### src/rtl/lbs_pkg.sv
// ----------------------------------------------------------------------------
// lbs_pkg
// Shared types, field layout and saturation helpers for the skinning unit.
// ----------------------------------------------------------------------------
package lbs_pkg;

    localparam int JOINT_COUNT_DEF = 64;
    localparam int ROW_WORDS       = 16;   // words per joint matrix
    localparam int ADDR_FULL_W     = 12;   // address width at the largest joint count
    localparam int JOINT_CMP_W     = 9;    // holds the largest joint count

    localparam int WORD_W  = 32;
    localparam int WGT_W   = 16;
    localparam int ACC_W   = 48;
    localparam int TERM_W  = 50;           // three products plus offset word
    localparam int ADD_W   = 51;           // accumulator plus weighted term
    localparam int PROD_W  = 64;
    localparam int HALF_W  = 24;           // split of the clamped term for the weight pass
    localparam int WPART_W = 41;           // 24-bit part times 17-bit weight

    // input beat layout
    localparam int IN_DATA_W = 160;
    localparam int OUT_DATA_W = 96;

    localparam logic OP_LOAD = 1'b0;
    localparam logic OP_SKIN = 1'b1;

    localparam logic signed [ADD_W-1:0] ACC_MAX = 51'sd140737488355327;
    localparam logic signed [ADD_W-1:0] ACC_MIN = -ACC_MAX - 51'sd1;
    localparam logic signed [ACC_W-1:0] OUT_MAX = 48'sd2147483647;
    localparam logic signed [ACC_W-1:0] OUT_MIN = -OUT_MAX - 48'sd1;

    typedef enum logic [11:0] {
        S_IDLE  = 12'b0000_0000_0001,
        S_RD0   = 12'b0000_0000_0010,
        S_MX    = 12'b0000_0000_0100,
        S_MY    = 12'b0000_0000_1000,
        S_MZ    = 12'b0000_0001_0000,
        S_M3    = 12'b0000_0010_0000,
        S_CLAMP = 12'b0000_0100_0000,
        S_WLO   = 12'b0000_1000_0000,
        S_WHI   = 12'b0001_0000_0000,
        S_ADD   = 12'b0010_0000_0000,
        S_ACC   = 12'b0100_0000_0000,
        S_OUT   = 12'b1000_0000_0000
    } t_state;

    function automatic logic signed [ACC_W-1:0] sat_acc(input logic signed [ADD_W-1:0] v);
        logic signed [ADD_W-1:0] r;
        if (v > ACC_MAX) begin
            r = ACC_MAX;
        end else if (v < ACC_MIN) begin
            r = ACC_MIN;
        end else begin
            r = v;
        end
        return r[ACC_W-1:0];
    endfunction

    function automatic logic signed [WORD_W-1:0] sat_out(input logic signed [ACC_W-1:0] v);
        logic signed [ACC_W-1:0] r;
        if (v > OUT_MAX) begin
            r = OUT_MAX;
        end else if (v < OUT_MIN) begin
            r = OUT_MIN;
        end else begin
            r = v;
        end
        return r[WORD_W-1:0];
    endfunction

endpackage

### src/rtl/lbs_mul.sv
// ----------------------------------------------------------------------------
// lbs_mul
// Shared signed 32x32 multiplier with a registered 64-bit product.
// ----------------------------------------------------------------------------
module lbs_mul (
    input  logic                               i_clk,
    input  logic signed [lbs_pkg::WORD_W-1:0]  i_a,
    input  logic signed [lbs_pkg::WORD_W-1:0]  i_b,
    output logic signed [lbs_pkg::PROD_W-1:0]  o_prod
);

    logic signed [lbs_pkg::PROD_W-1:0] r_prod;

    always_ff @(posedge i_clk) begin
        r_prod <= i_a * i_b;
    end

    assign o_prod = r_prod;

endmodule

### config.mk
export PLATFORM = sky130hd
export DESIGN_NAME = lbs_mul
export DESIGN_NICKNAME = d
export VERILOG_FILES = /design/src/rtl/lbs_pkg.sv /design/src/rtl/lbs_mul.sv
export SDC_FILE = /design/constraint.sdc
export NUM_CORES = 2
export LEC_CHECK = 0
export ABC_AREA = 1
export BUFFER_PORTS_ARGS = -buffer_cell sky130_fd_sc_hd__buf_2
export CAP_MARGIN = 0
export CORE_MARGIN = 5
export CORE_UTILIZATION = 35
export CTS_CLUSTER_SIZE = 28
export DETAILED_ROUTE_END_ITERATION = 8
export GPL_ROUTABILITY_DRIVEN = 0
export GPL_TIMING_DRIVEN = 0
export HOLD_SLACK_MARGIN = 0.15
export PLACE_DENSITY = 0.51
export SLEW_MARGIN = 10
export SYNTH_ARGS = -nofsm -noshare
export SYNTH_HDL_FRONTEND = slang
export SYNTH_SLANG_ARGS = --single-unit
export TNS_END_PERCENT = 30
### constraint.sdc
create_clock -name i_clk -period 6.9 [get_ports i_clk]
set_input_delay 0.69 -clock i_clk [delete_from_list [all_inputs] [get_ports i_clk]]
set_output_delay 0.69 -clock i_clk [all_outputs]
set_load 0.005 [all_outputs]
==> Word-level counts from Yosys, hierarchy flattened <==
Index checks and enable logic that the tools add are counted.
Widths: inputs -> output; s select.
{ "totals": {"reg_bits": 64, "input_bits": 65, "wordCells": 2} }
{ "classes": {"mul": 1} }
{ "ops": {"columns": ["cell", "n"], "rows": [
  ["$mul 32x32->64", 1]
]} }

==> Logic depth before layout (Yosys ltp) <==
{ "logic_depth": {"word_depth": 1, "ltp_mapped": 31, "mapped_depth_nobuf": 30} }

==> Least setup slack after synthesis <==
Ideal clock, no wire load.
{ "synth_timing": {"path_kind": "input port to flip-flop", "start": "input i_a[31] in the netlist's numbering", "end": "register r_prod, in the netlist o_prod[59]", "setup_time_ns": 0.113, "arrival_ns": 7.222, "path_slack_ns": -0.434, "cell_stages": 27, "required_time_ns": 6.787, "cell_sequence": "clkbuf_1 nand2_1 inv_1 fa_1 inv_1 fa_1 inv_1 fa_1 fa_1 inv_1 fa_1 inv_1 fa_1 inv_1 fa_1 fa_1 inv_1 ha_1 nand2_2 nor2_1 inv_1 nor2_1 nand2_1 nor3_1 nand2_1 nand4_1 nand2_1"} }
{ "synth_between": {"elab_chain_len": 1} }
{ "synth_rtl": {"columns": ["item", "line", "text"], "rows": [
  ["from (decl)", "lbs_mul.sv:7", "input logic signed [lbs_pkg::WORD_W-1:0] i_a,"],
  ["$mul 32x32->64", "lbs_mul.sv:15", "r_prod <= i_a * i_b;"],
  ["to (signal assigned)", "lbs_mul.sv:15", null],
  ["to (decl)", "lbs_mul.sv:12", "logic signed [lbs_pkg::PROD_W-1:0] r_prod;"]
]} }
Every way passes these cells.

==> Worst setup path in the final report <==
{ "layout_timing": {"start": "input i_a[31] in the netlist's numbering", "end": "register r_prod, in the netlist o_prod[57]"} }
Same word-level chain as after synthesis.

==> flow_metrics.env <==
export IMPL_outcome="complete, but fails checks"
export IMPL_violations="setup timing"
export IMPL_initial_utilization_pct=35.2
export IMPL_final_cell_mix="inv_1 (1657), nand2_1 (1440), fa_1 (1041), ha_1 (140), buf_2 (110)"
export IMPL_dp_final_hpwl_um=137000
export IMPL_grt_max_degree=23
export IMPL_vias_per_cell=4.78
export IMPL_io_buffers=128
export IMPL_hold_class="in -> reg"
export IMPL_io_pins=129
export IMPL_dr_pass1_iters=6
export IMPL_syn_to_final_growth_pct=15.8
export IMPL_ctsHtreeMaxLevel=3
export IMPL_postSynth_asyncResetShare_pct=0
export IMPL_synth_seq_cells=64
export IMPL_slowest_stage="fa_2"
export IMPL_netlist_area_um2=40200
export IMPL_clockBufferDepth=2
export IMPL_hp_start="i_b[0]"
export IMPL_rsz0062_at_grt="yes"
export IMPL_max_cap_violations=0
export IMPL_cts_buffers=9
export IMPL_synth_area_per_cell_um2=7.85
export IMPL_antenna_found_initial=8
export IMPL_hold_viol=0
export IMPL_synth_nets=6455
export IMPL_die_area_um2=122000
export IMPL_synth_edf_count=0
export IMPL_routed_wirelength_um=159000
export IMPL_fp_dieH_um=349
export IMPL_crit_top_cell="fa_1"
export IMPL_grt_pass1_vias=35000
export IMPL_holdPathStages=3
export IMPL_synth_main_ff_cell="dfxtp_1"
export IMPL_grtUsageTotal_pct=26.6
export IMPL_worst_slack_ns=-0.293
export IMPL_cp_start_kind="primary input"
export IMPL_slew_violations=0
export IMPL_drive_above_1_share_pct=14.3
export IMPL_largest_reg_flops=64
export IMPL_setup_viol=23
export IMPL_yosysWarningCount=0
export IMPL_fin_crit_ns=7.19
export IMPL_cpPeakStageDelay_ns=0.74
export IMPL_wl_per_cell_um=23.2
export IMPL_whs_endpoint="o_prod[0]"
export IMPL_crit_family="adder cells"
export IMPL_grt_overflow=0
export IMPL_crit_fanout=8
export IMPL_ys_types=27
export IMPL_path_class="in -> reg"
export IMPL_grt_pass1_wl_um=236000
export IMPL_ant_nets=0
export IMPL_fin_crit_sh_pct=104
export IMPL_vias=32800
export IMPL_rows=124
export IMPL_cts_clk_slew_worst_paths_ns=0.06
export IMPL_crit_buf_inv=10
export IMPL_die_x_um=349
export IMPL_clock_root_buffer="clkbuf_16"
export IMPL_cts_tree="done"
export IMPL_synth_cells=5124
export IMPL_cp_arrival_ns=7.47
export IMPL_drc=0
export IMPL_seq_area_frac_synth_pct=3.19
export IMPL_worstMarginPinSlew_ns=0.860
export IMPL_nets=6665
export IMPL_coreArea_um2=114000
export IMPL_final_common_cell="inv_1"
export IMPL_end_kind="flop"
export IMPL_slew_headroom_pct=42.7
export IMPL_drtIter0Drc=2722
export IMPL_cts_sinks=64
export IMPL_max_freq_mhz=139
export IMPL_holdWs_ns=0.667
export IMPL_crit_required_ns=7.17
## worst max path at each step
stage | from | endpoint | slack [ns] | cells past startpoint
6_report | i_a[31] | o_prod[57] | -0.29 | 29
5_1_grt | i_a[31] | o_prod[61] | -0.46 | 29
4_1_cts | i_a[31] | o_prod[53] | -0.31 | 30
3_5_place_dp | i_b[10] | o_prod[53] | -2.30 | 24
3_3_place_gp | i_b[10] | o_prod[57] | -2.28 | 27
2_1_floorplan | i_a[31] | o_prod[59] | -0.15 | 25
## cells in the mapped netlist, drive strengths merged (6+ instances only)
master	count	area share [%]
a21oi	63	0.79
nand4	13	0.20
nand3	79	1.1
nand2	1525	14
o21ai	21	0.26
or2	7	0.11
nor3	16	0.26
o21bai	8	0.15
nor2	127	1.4
ha	184	5.7
clkbuf	192	1.8
inv	1700	16
nand3b	6	0.11
dfxtp	64	3.2
fa	1082	54
xor2	31	0.68
## tightest hold or removal path: cells and delay by family
kind                   cells  cell delay, ns
buffers and inverters      2            0.18
AND/OR/NAND/NOR            1            0.08
## metrics by stage
stage,area (um^2),util (%),setup slack [ns],setup TNS [ns],instances
floorplan,40400,-,-0.152,-1.31,5124
global placement,42900,37.6,-2.28,-76.33,6764
detailed placement,42900,37.6,-2.30,-75.71,6764
CTS,45500,39.8,-0.312,-5.09,6838
global route,46600,40.8,-0.456,-9.66,6853
finish,46600,40.8,-0.293,-3.34,6856
## logic make-up (layout without fill, tap and decap cells)
family	count (synthesis)	after routing	synth area share [%]
compound gates	95	95	1.26
xor+xnor	34	34	0.741
fa+ha+maj	1266	1266	59.6
buf+inv	1892	2107	17.7
flops	64	64	3.19
other cells	0	5	0
simple gates	1773	1773	17.5
## final cells by class
| class | count | area [um^2] |
|---|---|---|
| Clock buffer | 9 | 225 |
| Timing Repair Buffer | 200 | 1410 |
| Inverter | 1700 | 6410 |
| Clock inverter | 7 | 71.3 |
| Fill cell | 12000 | 67600 |
| Tap cell | 1512 | 1890 |
| Buffer | 191 | 1980 |
| Multi-Input combinational cell | 3168 | 33300 |
| Antenna cell | 5 | 12.5 |
| Sequential cell | 64 | 1280 |
## layer usage
| layer | track usage (%) | vias to the layer above | wire, um |
|---|---|---|---|
| met3 | 6.11 | 303 | 15800 |
| met2 | 43.3 | 1455 | 73100 |
| met5 | 0 | - | 63 |
| met4 | 9.52 | 10 | 7670 |
| met1 | 34.9 | 16700 | 62500 |
| li1 | - | 14400 | - |
## what timing repair did
action / 4_1_cts / 5_1_grt
gates cloned: 1 / 0
pin swaps: 89 / 78
gates resized for setup: 570 / 394
setup buffers: 58 / 15
hold buffers: 0 / 0
setup endpoints to repair: 48 / 45
Power is not shown: default switching activity piles up to over one toggle a cycle in this logic, so the estimate is an artifact.
